[src/rtl/core/ccmc_pkg.sv]
// shared constants and types for the minimum-coin change block
`default_nettype none

package ccmc_pkg;

  localparam int unsigned VAL_W = 10;

  typedef enum logic [5:0] {
    S_IDLE  = 6'b000001,
    S_ZERO  = 6'b000010,
    S_SCAN  = 6'b000100,
    S_DRAIN = 6'b001000,
    S_WRITE = 6'b010000,
    S_DONE  = 6'b100000
  } state_e;

endpackage

`default_nettype wire

[src/rtl/core/ccmc_coin_store.sv]
// coin denomination store with fill count and drop flag
`default_nettype none

module ccmc_coin_store #(
  parameter int unsigned MAX_COINS = 16,
  parameter int unsigned KW        = 5,
  parameter int unsigned SW        = 4
) (
  input  wire logic                     clk_i,
  input  wire logic                     rst_ni,
  input  wire logic                     load_en_i,
  input  wire logic [ccmc_pkg::VAL_W-1:0] load_value_i,
  input  wire logic                     clear_i,
  input  wire logic                     rd_en_i,
  input  wire logic [SW-1:0]            rd_addr_i,
  output logic      [ccmc_pkg::VAL_W-1:0] rd_data_o,
  output logic      [KW-1:0]            count_o,
  output logic                          overflow_o
);

  logic [ccmc_pkg::VAL_W-1:0] mem [MAX_COINS];
  logic [KW-1:0]              count_q, count_d;
  logic                       overflow_q, overflow_d;
  logic                       full;
  logic                       store_en;

  assign full     = (count_q == KW'(MAX_COINS));
  assign store_en = load_en_i && (load_value_i != '0) && !full;

  always_comb begin
    count_d    = count_q;
    overflow_d = overflow_q;
    if (clear_i) begin
      count_d    = '0;
      overflow_d = 1'b0;
    end else if (load_en_i && (load_value_i != '0)) begin
      if (full) begin
        overflow_d = 1'b1;
      end else begin
        count_d = count_q + KW'(1);
      end
    end
  end

  always_ff @(posedge clk_i or negedge rst_ni) begin
    if (!rst_ni) begin
      count_q    <= '0;
      overflow_q <= 1'b0;
    end else begin
      count_q    <= count_d;
      overflow_q <= overflow_d;
    end
  end

  // zero-based fill: the next free slot is the current count
  always_ff @(posedge clk_i) begin
    if (store_en) begin
      mem[count_q[SW-1:0]] <= load_value_i;
    end
  end

  always_ff @(posedge clk_i) begin
    if (rd_en_i) begin
      rd_data_o <= mem[rd_addr_i];
    end
  end

  assign count_o    = count_q;
  assign overflow_o = overflow_q;

endmodule

`default_nettype wire

[config.mk]
export PLATFORM = sky130hd
export DESIGN_NAME = ccmc_coin_store
export DESIGN_NICKNAME = d
export VERILOG_FILES = /design/src/rtl/core/ccmc_pkg.sv /design/src/rtl/core/ccmc_coin_store.sv
export SDC_FILE = /design/constraint.sdc
export NUM_CORES = 1
export LEC_CHECK = 0
export BUFFER_PORTS_ARGS = -buffer_cell sky130_fd_sc_hd__buf_2
export CORE_UTILIZATION = 28
export DETAILED_ROUTE_END_ITERATION = 6
export GPL_TIMING_DRIVEN = 0
export SETUP_SLACK_MARGIN = 0.05
export SKIP_CTS_REPAIR_TIMING = 1
export SLEW_MARGIN = 20
export SYNTH_ARGS = -nofsm -noshare
export SYNTH_HDL_FRONTEND = slang
export SYNTH_SLANG_ARGS = --single-unit
[constraint.sdc]
create_clock -name clk_i -period 2.44 [get_ports clk_i]
set_clock_uncertainty 0.2 [all_clocks]
set_input_delay 0.244 -clock clk_i [delete_from_list [all_inputs] [get_ports clk_i]]
set_output_delay 0.244 -clock clk_i [all_outputs]
set_load 0.02 [all_outputs]
==> impl_metrics.json, run 1 <==
{
  "yosysWarnings": 0,
  "cts_buffers": 17,
  "synth-seq-cells": 176,
  "post-route-util_pct": 34.20,
  "synth_top_area_share_pct": 74.66,
  "max_stage_delay_ns": 0.86,
  "reg2reg_to": "mem[12][2]",
  "path_buf_inv": 1,
  "cp_slowest_cell": "nor2_1",
  "core_area_um2": 23680,
  "first_iter_violations": 356,
  "cts-htree-levels": 4,
  "status": "complete, no violations",
  "rows": 56,
  "cp.depth": 4,
  "initial_core_util_pct": 28.87,
  "syn_avg_cell_area_um2": 21.17,
  "num_vias": 3343,
  "clock_latency_ns": 0.43,
  "die_h_um": 158.3,
  "areaGrowthSynthToFinish_pct": 18.46,
  "fin_nets": 402,
  "r2r_slack_ns": 0.06,
  "synth_flop_cell": "edfxtp_1",
  "gp_congestion": 0.7337,
  "syn_area_um2": 6838,
  "regToRegStartpoint": "count_o[0]",
  "critical_path_peak_fanout": 10,
  "startpoint": "count_o[0]",
  "reg2reg_depth": 4,
  "clock_sinks": 176,
  "path_cells": "inv_1 -> ha_1 -> nand2_1 -> nor2_1",
  "clock_path_buffers": 2,
  "path_delay_family": "simple AND/OR/NAND/NOR gates",
  "tightestPinTransition_ns": 1.095,
  "ant_nets": 0,
  "synthArstFlopShare_pct": 3.409,
  "final_area_um2": 8100,
  "fmax_mhz": 420.3,
  "powerDensity_nw_per_um2": 797.4,
  "final_common_cell": "edfxtp_1",
  "die_w_um": 158.3,
  "synth_area_leader_cell": "edfxtp_1",
  "netlist_instances": 323,
  "finalCriticalPeriod_ns": 2.379,
  "crit_end": "mem[12][2]",
  "hold_path_class": "in2reg",
  "synth_edf_count": 170,
  "hold_violations": 0,
  "worst_setup_path_end_kind": "flip-flop",
  "cts-root-buf": "clkbuf_16",
  "dieArea_um2": 25050,
  "cp.required_ns": 2.28,
  "relSlewSlack_pct": 26.72,
  "period_share_pct": 97.51,
  "routed_wl_mm": 14.06,
  "cts_tree": "done",
  "dpl_worst_slack_ns": -0.3567,
  "synthDistinctLibCells": 34,
  "drtPass1Iterations": 5,
  "slew_viol_final": 0,
  "layout_common_cells": "edfxtp_1 (170), mux4_2 (40), buf_2 (32)",
  "p_leak_nw": 2.616,
  "rsz0062_at_grt": "yes",
  "hpwlAfterDp_mm": 8.992,
  "finalSetupTns_ns": 0,
  "dpl-instance-area_um2": 7425,
  "routedWlPerCell_um": 19.80,
  "synth_area_leaders": "edfxtp_1 (75%), mux4_2 (13%), a22oi_1 (2.2%), dfrtp_1 (2.2%), nor2_1 (0.93%)",
  "antenna_found_initial": 0,
  "grt_pass1_vias": 3503,
  "path_class": "reg2reg",
  "grt_start_max_net_pins": 18,
  "route.detailed.drc": 0,
  "max_cap_violations": 0,
  "grt_use_total_pct": 12.22,
  "antenna_cells": 0,
  "setup_ws_ns": 0.06070,
  "routed_via_density": 4.708,
  "arrival_ns": 2.22,
  "portBuffers": 31,
  "irDropWorstVdd_mv": 0.4481,
  "synth-seq-area-share_pct": 76.85,
  "grt_overflow_total": 0,
  "critPathLaunchType": "flip-flop",
  "power_mw": 6.459,
  "synth_nets": 346,
  "clk_pin_slew_ns": 0.06,
  "grt_pass1_wl_mm": 21.38,
  "n_fill_cell": 2266,
  "ios": 35,
  "drive_gt1_share_pct": 31.97,
  "finalSetupViolations": 0
}
[logic make-up after synthesis]
family,count (synthesis),synth area share [%]
flops,176,76.85
fa+ha+maj,4,0.7320
buf+inv,18,1.354
compound gates,25,2.781
simple gates,55,4.318
xor+xnor,2,0.2562
mux,43,13.71
[routing by layer]
metal / up-vias / global-route usage, % / wire (µm)
met4: 0 / 4.304 / 143
met2: 92 / 18.53 / 6723
li1: 1448 / - / -
met3: 11 / 3.729 / 727
met5: - / 0 / 0
met1: 1792 / 16.57 / 6464
[through the flow]
step	instances	hold slack [ns]
floorplan	323	-0.2516
global placement	673	-0.1310
detailed placement	674	-0.1212
CTS	705	-0.5817
global route	710	0.003584
finish	710	0.01828
[cells in the mapped netlist (all sizes together) (2+ instances only)]
| library cell | number |
|---|---|
| ha | 4 |
| mux4 | 40 |
| nand2 | 15 |
| inv | 3 |
| nor2b | 6 |
| nor3 | 2 |
| nand3 | 3 |
| nor2 | 17 |
| mux2 | 2 |
| buf | 10 |
| dfrtp | 6 |
| edfxtp | 170 |
| nand2b | 4 |
| a31oi | 2 |
| nor4 | 3 |
| clkbuf | 5 |
| a22oi | 20 |
| and3 | 3 |
| xnor2 | 2 |
[report_power, final]
part	total, mW	leakage (nW)	internal, mW	switching [mW]
combinational	0.362	0.705	0.139	0.224
sequential	3.38	1.63	3.37	0.0153
clock	2.71	0.284	1.61	1.11
[how the worst min path moves through the flow]
stage	slack, ns	cells after the start	to	from
global route	0.004	1	mem[4][8]	load_value_i[8]
detailed placement	-0.12	1	count_o[1]	rst_ni
floorplan	-0.25	0	count_o[0]	rst_ni
finish	0.02	1	mem[14][8]	load_value_i[8]
CTS	-0.58	1	count_o[0]	rst_ni
global placement	-0.13	1	overflow_o	rst_ni
[registers in the layout (all words and copies together) (netlist names)]
signal      flops
mem           160
count_o         5
overflow_o      1
rd_data_o      10
[layout make-up]
| cell class | instances | area [µm²] | area share (%) |
|---|---|---|---|
| buffer | 15 | 81.33 | 1.004 |
| clock buffer | 18 | 429.2 | 5.298 |
| clock inverter | 13 | 162.7 | 2.008 |
| inverter | 3 | 11.26 | 0.1390 |
| multi-input combinational | 129 | 1535 | 18.95 |
| sequential | 176 | 5255 | 64.87 |
| tap | 319 | 399.1 | 4.927 |
| timing repair buffer | 37 | 226.5 | 2.796 |
Power figures use the tool's default switching activity.
==> inputs of run 2 (changes only) <==
Settings changed: ABC_AREA from default to 1.
==> impl_metrics.json, run 2 <==
{
  "status": "finished with violations",
  "violations": "negative hold slack",
  "syn_avg_cell_area_um2": 12.33,
  "clock_sinks": 176,
  "min_to": "count_o[1]",
  "routedWlPerCell_um": 17.82,
  "clock_latency_ns": 0.44,
  "critical_path_peak_fanout": 10,
  "powerDensity_nw_per_um2": 744.1,
  "netlist_instances": 600,
  "cts_tree": "done",
  "synth-seq-area-share_pct": 71.05,
  "irDropWorstVdd_mv": 0.4568,
  "antenna_found_initial": 0,
  "grt_use_total_pct": 13.65,
  "grt_pass1_wl_mm": 25.51,
  "grt_overflow_total": 0,
  "synth_area_leaders": "edfxtp_1 (69%), o211ai_1 (5.1%), inv_1 (4.6%), nand3_1 (4.6%), nand2_1 (3.9%)",
  "max_cap_violations": 0,
  "hold_path_class": "in2reg",
  "startpoint": "count_o[0]",
  "reg2reg_depth": 7,
  "synth-seq-cells": 176,
  "final_cells": 1004,
  "synthArstFlopShare_pct": 3.409,
  "power_mw": 6.493,
  "rows": 59,
  "drtPass1Iterations": 6,
  "gp_congestion": 1.098,
  "cp.required_ns": 2.31,
  "hold_violations": 1,
  "worst_setup_path_end_kind": "flip-flop",
  "arrival_ns": 2.31,
  "reg2reg_to": "mem[3][5]",
  "yosys-top-cells-count": "edfxtp_1 (170), inv_1 (91), nand2_1 (76)",
  "period_share_pct": 99.83,
  "largest_reg_flops": 160,
  "routed_via_density": 4.702,
  "portBuffers": 32,
  "num_vias": 4721,
  "cts-htree-levels": 4,
  "core_area_um2": 25980,
  "routed_wl_mm": 17.89,
  "layout_common_cells": "edfxtp_1 (170), inv_1 (91), nand2_1 (76)",
  "yosysWarnings": 0,
  "dieArea_um2": 27070,
  "synth_nets": 623,
  "synth_top_area_share_pct": 69.02,
  "grt_pass1_vias": 4423,
  "die_h_um": 164.5,
  "whs_path_depth": 4,
  "p_leak_nw": 3.231,
  "rsz0062_at_grt": "yes",
  "cts_buffers": 17,
  "synth_edf_count": 170,
  "post-route-util_pct": 33.58,
  "tightestPinTransition_ns": 0.6346,
  "min_from": "load_en_i",
  "ant_nets": 0,
  "first_iter_violations": 481,
  "finalSetupViolations": 0,
  "synthDistinctLibCells": 23,
  "dp_cells": 967,
  "route.detailed.drc": 0,
  "clock_path_buffers": 2,
  "grt_start_max_net_pins": 18,
  "regToRegStartpoint": "count_o[0]",
  "drive_gt1_share_pct": 16.74,
  "synth_area_leader_cell": "edfxtp_1",
  "critPathLaunchType": "flip-flop",
  "fin_nets": 679,
  "path_class": "reg2reg",
  "fmax_mhz": 410.5,
  "syn_area_um2": 7396,
  "initial_core_util_pct": 28.46,
  "slew_viol_final": 0,
  "clk_pin_slew_ns": 0.07,
  "final_common_cell": "edfxtp_1",
  "die_w_um": 164.5,
  "antenna_cells": 0,
  "areaGrowthSynthToFinish_pct": 17.98,
  "ios": 35,
  "finalCriticalPeriod_ns": 2.436,
  "synth_flop_cell": "edfxtp_1",
  "hpwlAfterDp_mm": 11.81,
  "synth.most_common_cell": "edfxtp_1",
  "r2r_slack_ns": 0.004,
  "cts-root-buf": "clkbuf_16",
  "relSlewSlack_pct": 57.65,
  "whs_ns": -0.0007886
}
==> run 2: changes by cell type in the layout (fill, tap and decap cells not counted), moves of 12 or more <==
cell,delta
inv_1,+89
o21ai_0,+30
nand3_1,+65
a22oi_1,-20
o211ai_1,+50
buf_2,+12
a21oi_1,+30
nor2_4,+13
mux4_2,-40
nand2_1,+61
==> run 2: final cells by class <==
type / count / area, µm²
repair buffers: 37 / 220.2
multi-input cells: 296 / 1664
fillers: 2571 / 17260
well taps: 335 / 419.2
flip-flops and latches: 176 / 5256
inverters: 96 / 360.3
plain buffers: 32 / 221.5
clock inverters: 15 / 158.9
clock buffers: 17 / 425.4
==> run 2: logic make-up (layout without fill, tap and decap cells) <==
kind of cell | after synthesis | in the layout | share of synthesized area, %
buffers and inverters | 128 | 197 | 7.867
AND/OR/NAND/NOR | 179 | 179 | 10.96
flip-flops | 176 | 176 | 71.05
XOR/XNOR | 2 | 2 | 0.2369
adder cells (fa/ha/maj) | 4 | 4 | 0.6767
AO/OA/AOI/OAI | 111 | 111 | 9.203
==> run 2: worst max-delay path, stage by stage, from the launching register on <==
cell     delay [ns]
dfrtp_2        0.42
inv_1          0.09
ha_1           0.25
nand4_4        0.16
nand3_4        0.13
inv_2          0.11
nand2_1        0.19
nor2_2         0.49
==> run 2: power by group <==
| group | switching, mW | total, mW | internal [mW] |
|---|---|---|---|
| Combinational | 0.322 | 0.447 | 0.125 |
| Clock | 1.15 | 2.67 | 1.52 |
| Sequential | 0.0126 | 3.38 | 3.36 |
| Total | 1.49 | 6.49 | 5.00 |
==> run 2: worst max-delay path by stage <==
| stage | depth (start not counted) | endpoint | slack, ns |
|---|---|---|---|
| detailed placement | 9 | mem[11][4] | -0.31 |
| floorplan | 7 | mem[11][0] | 0.09 |
| global placement | 7 | mem[11][4] | -0.29 |
| finish | 7 | mem[3][5] | 0.004 |
| CTS | 7 | mem[11][7] | -0.31 |
| global route | 7 | mem[7][4] | -0.16 |
==> run 2: per-stage QoR <==
step	TNS (ns)	instance area (µm²)	setup slack, ns	hold slack, ns
global route	-3.098	8726	-0.1608	0.03286
detailed placement	-32.37	7975	-0.3069	-0.1243
finish	0	8726	0.004123	-0.0007886
global placement	-28.48	7975	-0.2949	-0.1231
CTS	-32.81	8559	-0.3104	-0.5876
floorplan	0	7396	0.09473	-0.2516
==> run 2: per-layer routing <==
layer | routed length, µm | track usage [%] | part of all wire, % | up-vias
met1 | 6922 | 15.33 | 39 | 2286
met3 | 1548 | 4.596 | 8.7 | 24
li1 | - | - | - | 2234
met4 | 296 | 4.504 | 1.7 | 2
met2 | 9040 | 23.87 | 51 | 175
met5 | 82 | 2.273 | 0.46 | -
==> inputs of run 3 (changes only) <==
Settings changed: CORE_UTILIZATION 28 to 50, PLACE_DENSITY from default to 0.7.
==> impl_metrics.json, run 3 (synthesis gave the netlist of run 2 again) <==
{
  "grt_start_max_net_pins": 18,
  "antenna_found_initial": 0,
  "finalCriticalPeriod_ns": 2.414,
  "rows": 44,
  "path_delay_family": "simple AND/OR/NAND/NOR gates",
  "min_from": "load_en_i",
  "ant_nets": 0,
  "cts_buffers": 17,
  "drive_gt1_share_pct": 16.52,
  "cts-root-buf": "clkbuf_16",
  "setup_ws_ns": 0.02639,
  "grt_use_total_pct": 24.10,
  "fin_nets": 682,
  "die_h_um": 123.6,
  "max_cap_violations": 0,
  "cts-htree-levels": 4,
  "reg2reg_to": "mem[4][6]",
  "path_cells": "inv_1 -> ha_1 -> nand4_4 -> nand3_4 -> inv_2 -> nand2_2 -> nor2_2",
  "final_common_cell": "edfxtp_1",
  "max_stage_delay_ns": 0.48,
  "cts_tree": "done",
  "hold_violations": 0,
  "grt_pass1_vias": 4585,
  "path_class": "reg2reg",
  "drtPass1Iterations": 5,
  "whs_path_depth": 4,
  "status": "complete, no violations",
  "dpl-instance-area_um2": 7786,
  "clock_latency_ns": 0.44,
  "grt_pass1_wl_mm": 25.03,
  "dpl_worst_slack_ns": -0.2373,
  "arrival_ns": 2.28,
  "areaGrowthSynthToFinish_pct": 14.74,
  "tightestPinTransition_ns": 0.8419,
  "period_share_pct": 98.92,
  "first_iter_violations": 414,
  "core_area_um2": 14480,
  "worst_setup_path_end_kind": "flip-flop",
  "r2r_slack_ns": 0.03,
  "largest_reg_flops": 160,
  "clk_pin_slew_ns": 0.06,
  "grt_overflow_total": 0,
  "relSlewSlack_pct": 43.67,
  "cp.depth": 7,
  "routedWlPerCell_um": 20.12,
  "p_leak_nw": 3.194,
  "die_w_um": 123.6,
  "fmax_mhz": 414.3,
  "routed_wl_mm": 17.23,
  "post-route-util_pct": 58.61,
  "slew_viol_final": 0,
  "critical_path_peak_fanout": 10,
  "path_buf_inv": 2,
  "dieArea_um2": 15280,
  "rsz0062_at_grt": "yes",
  "reg2reg_depth": 7,
  "route.detailed.drc": 0,
  "portBuffers": 32,
  "multi_input_area_um2": 1637,
  "num_vias": 4798,
  "powerDensity_nw_per_um2": 736.1,
  "hpwlAfterDp_mm": 11.36,
  "irDropWorstVdd_mv": 0.5382,
  "min_to": "count_o[3]",
  "clock_sinks": 176,
  "routed_via_density": 5.605,
  "regToRegStartpoint": "count_o[0]",
  "cp_slowest_cell": "nor2_2",
  "initial_core_util_pct": 51.08,
  "gp_congestion": 0.9641,
  "cp.required_ns": 2.31,
  "area.sequential_um2": 5255,
  "final_area_um2": 8486,
  "hold_path_class": "in2reg",
  "critPathLaunchType": "flip-flop",
  "layout_common_cells": "edfxtp_1 (170), inv_1 (91), nand2_1 (76)",
  "ios": 35,
  "finalSetupViolations": 0,
  "antenna_cells": 0,
  "n_fill_cell": 1147,
  "clock_path_buffers": 2
}
==> run 3: cell types whose count changed in the layout (fill, tap and decap cells not counted), moves of 2 or more <==
cell | previous run | this run
clkinv_4 | 4 | 0
clkbuf_1 | 7 | 10
clkinvlp_4 | 2 | 9
nor2_2 | 3 | 7
bufinv_16 | 2 | 0
buf_4 | 2 | 4
inv_6 | 4 | 2
nor2_4 | 13 | 8
==> run 3: cell type report <==
| cell class | instances | share of cell area, % |
|---|---|---|
| well taps | 184 | 2.713 |
| multi-input cells | 296 | 19.29 |
| repair buffers | 40 | 3.008 |
| clock inverters | 12 | 1.062 |
| clock buffers | 20 | 5.146 |
| flip-flops and latches | 176 | 61.93 |
| plain buffers | 32 | 2.610 |
| inverters | 96 | 4.247 |
==> run 3: worst reg2reg max path, stage by stage (launching register included) <==
cell and delay, ns:
dfrtp_1 0.42, inv_1 0.11, ha_1 0.26, nand4_4 0.17, nand3_4 0.14, inv_2 0.12, nand2_2 0.16, nor2_2 0.48
==> run 3: per-stage QoR <==
stage	TNS, ns	instances	total power [mW]	hold WS, ns
6_report	0	856	6.246	0.01929
4_1_cts	-24.21	848	6.233	-0.5807
3_5_place_dp	-25.38	816	3.856	-0.1174
2_1_floorplan	0	600	3.679	-0.2516
3_3_place_gp	-13.04	816	3.845	-0.1249
5_1_grt	-7.553	856	6.387	0.03173
==> run 3: where the power goes <==
group | leakage (nW) | switching (mW) | internal [mW]
Clock | 0.227 | 1.13 | 1.30
Combinational | 1.34 | 0.309 | 0.125
Sequential | 1.63 | 0.0123 | 3.36
==> run 3: worst max-delay path by stage <==
| stage | from | to | slack [ns] |
|---|---|---|---|
| 2_1_floorplan | count_o[0] | mem[11][0] | 0.09 |
| 3_3_place_gp | load_value_i[9] | mem[9][7] | -0.14 |
| 3_5_place_dp | load_value_i[7] | mem[6][1] | -0.24 |
| 4_1_cts | count_o[0] | mem[6][8] | -0.23 |
| 5_1_grt | count_o[0] | mem[4][2] | -0.12 |
| 6_report | count_o[0] | mem[4][6] | 0.03 |
==> run 3: per-layer routing <==
layer | GRT usage, % | share of wire [%]
met1 | 30.35 | 40
met2 | 38.92 | 49
met3 | 6.868 | 8.4
met4 | 10.54 | 2.7
met5 | 0 | 0
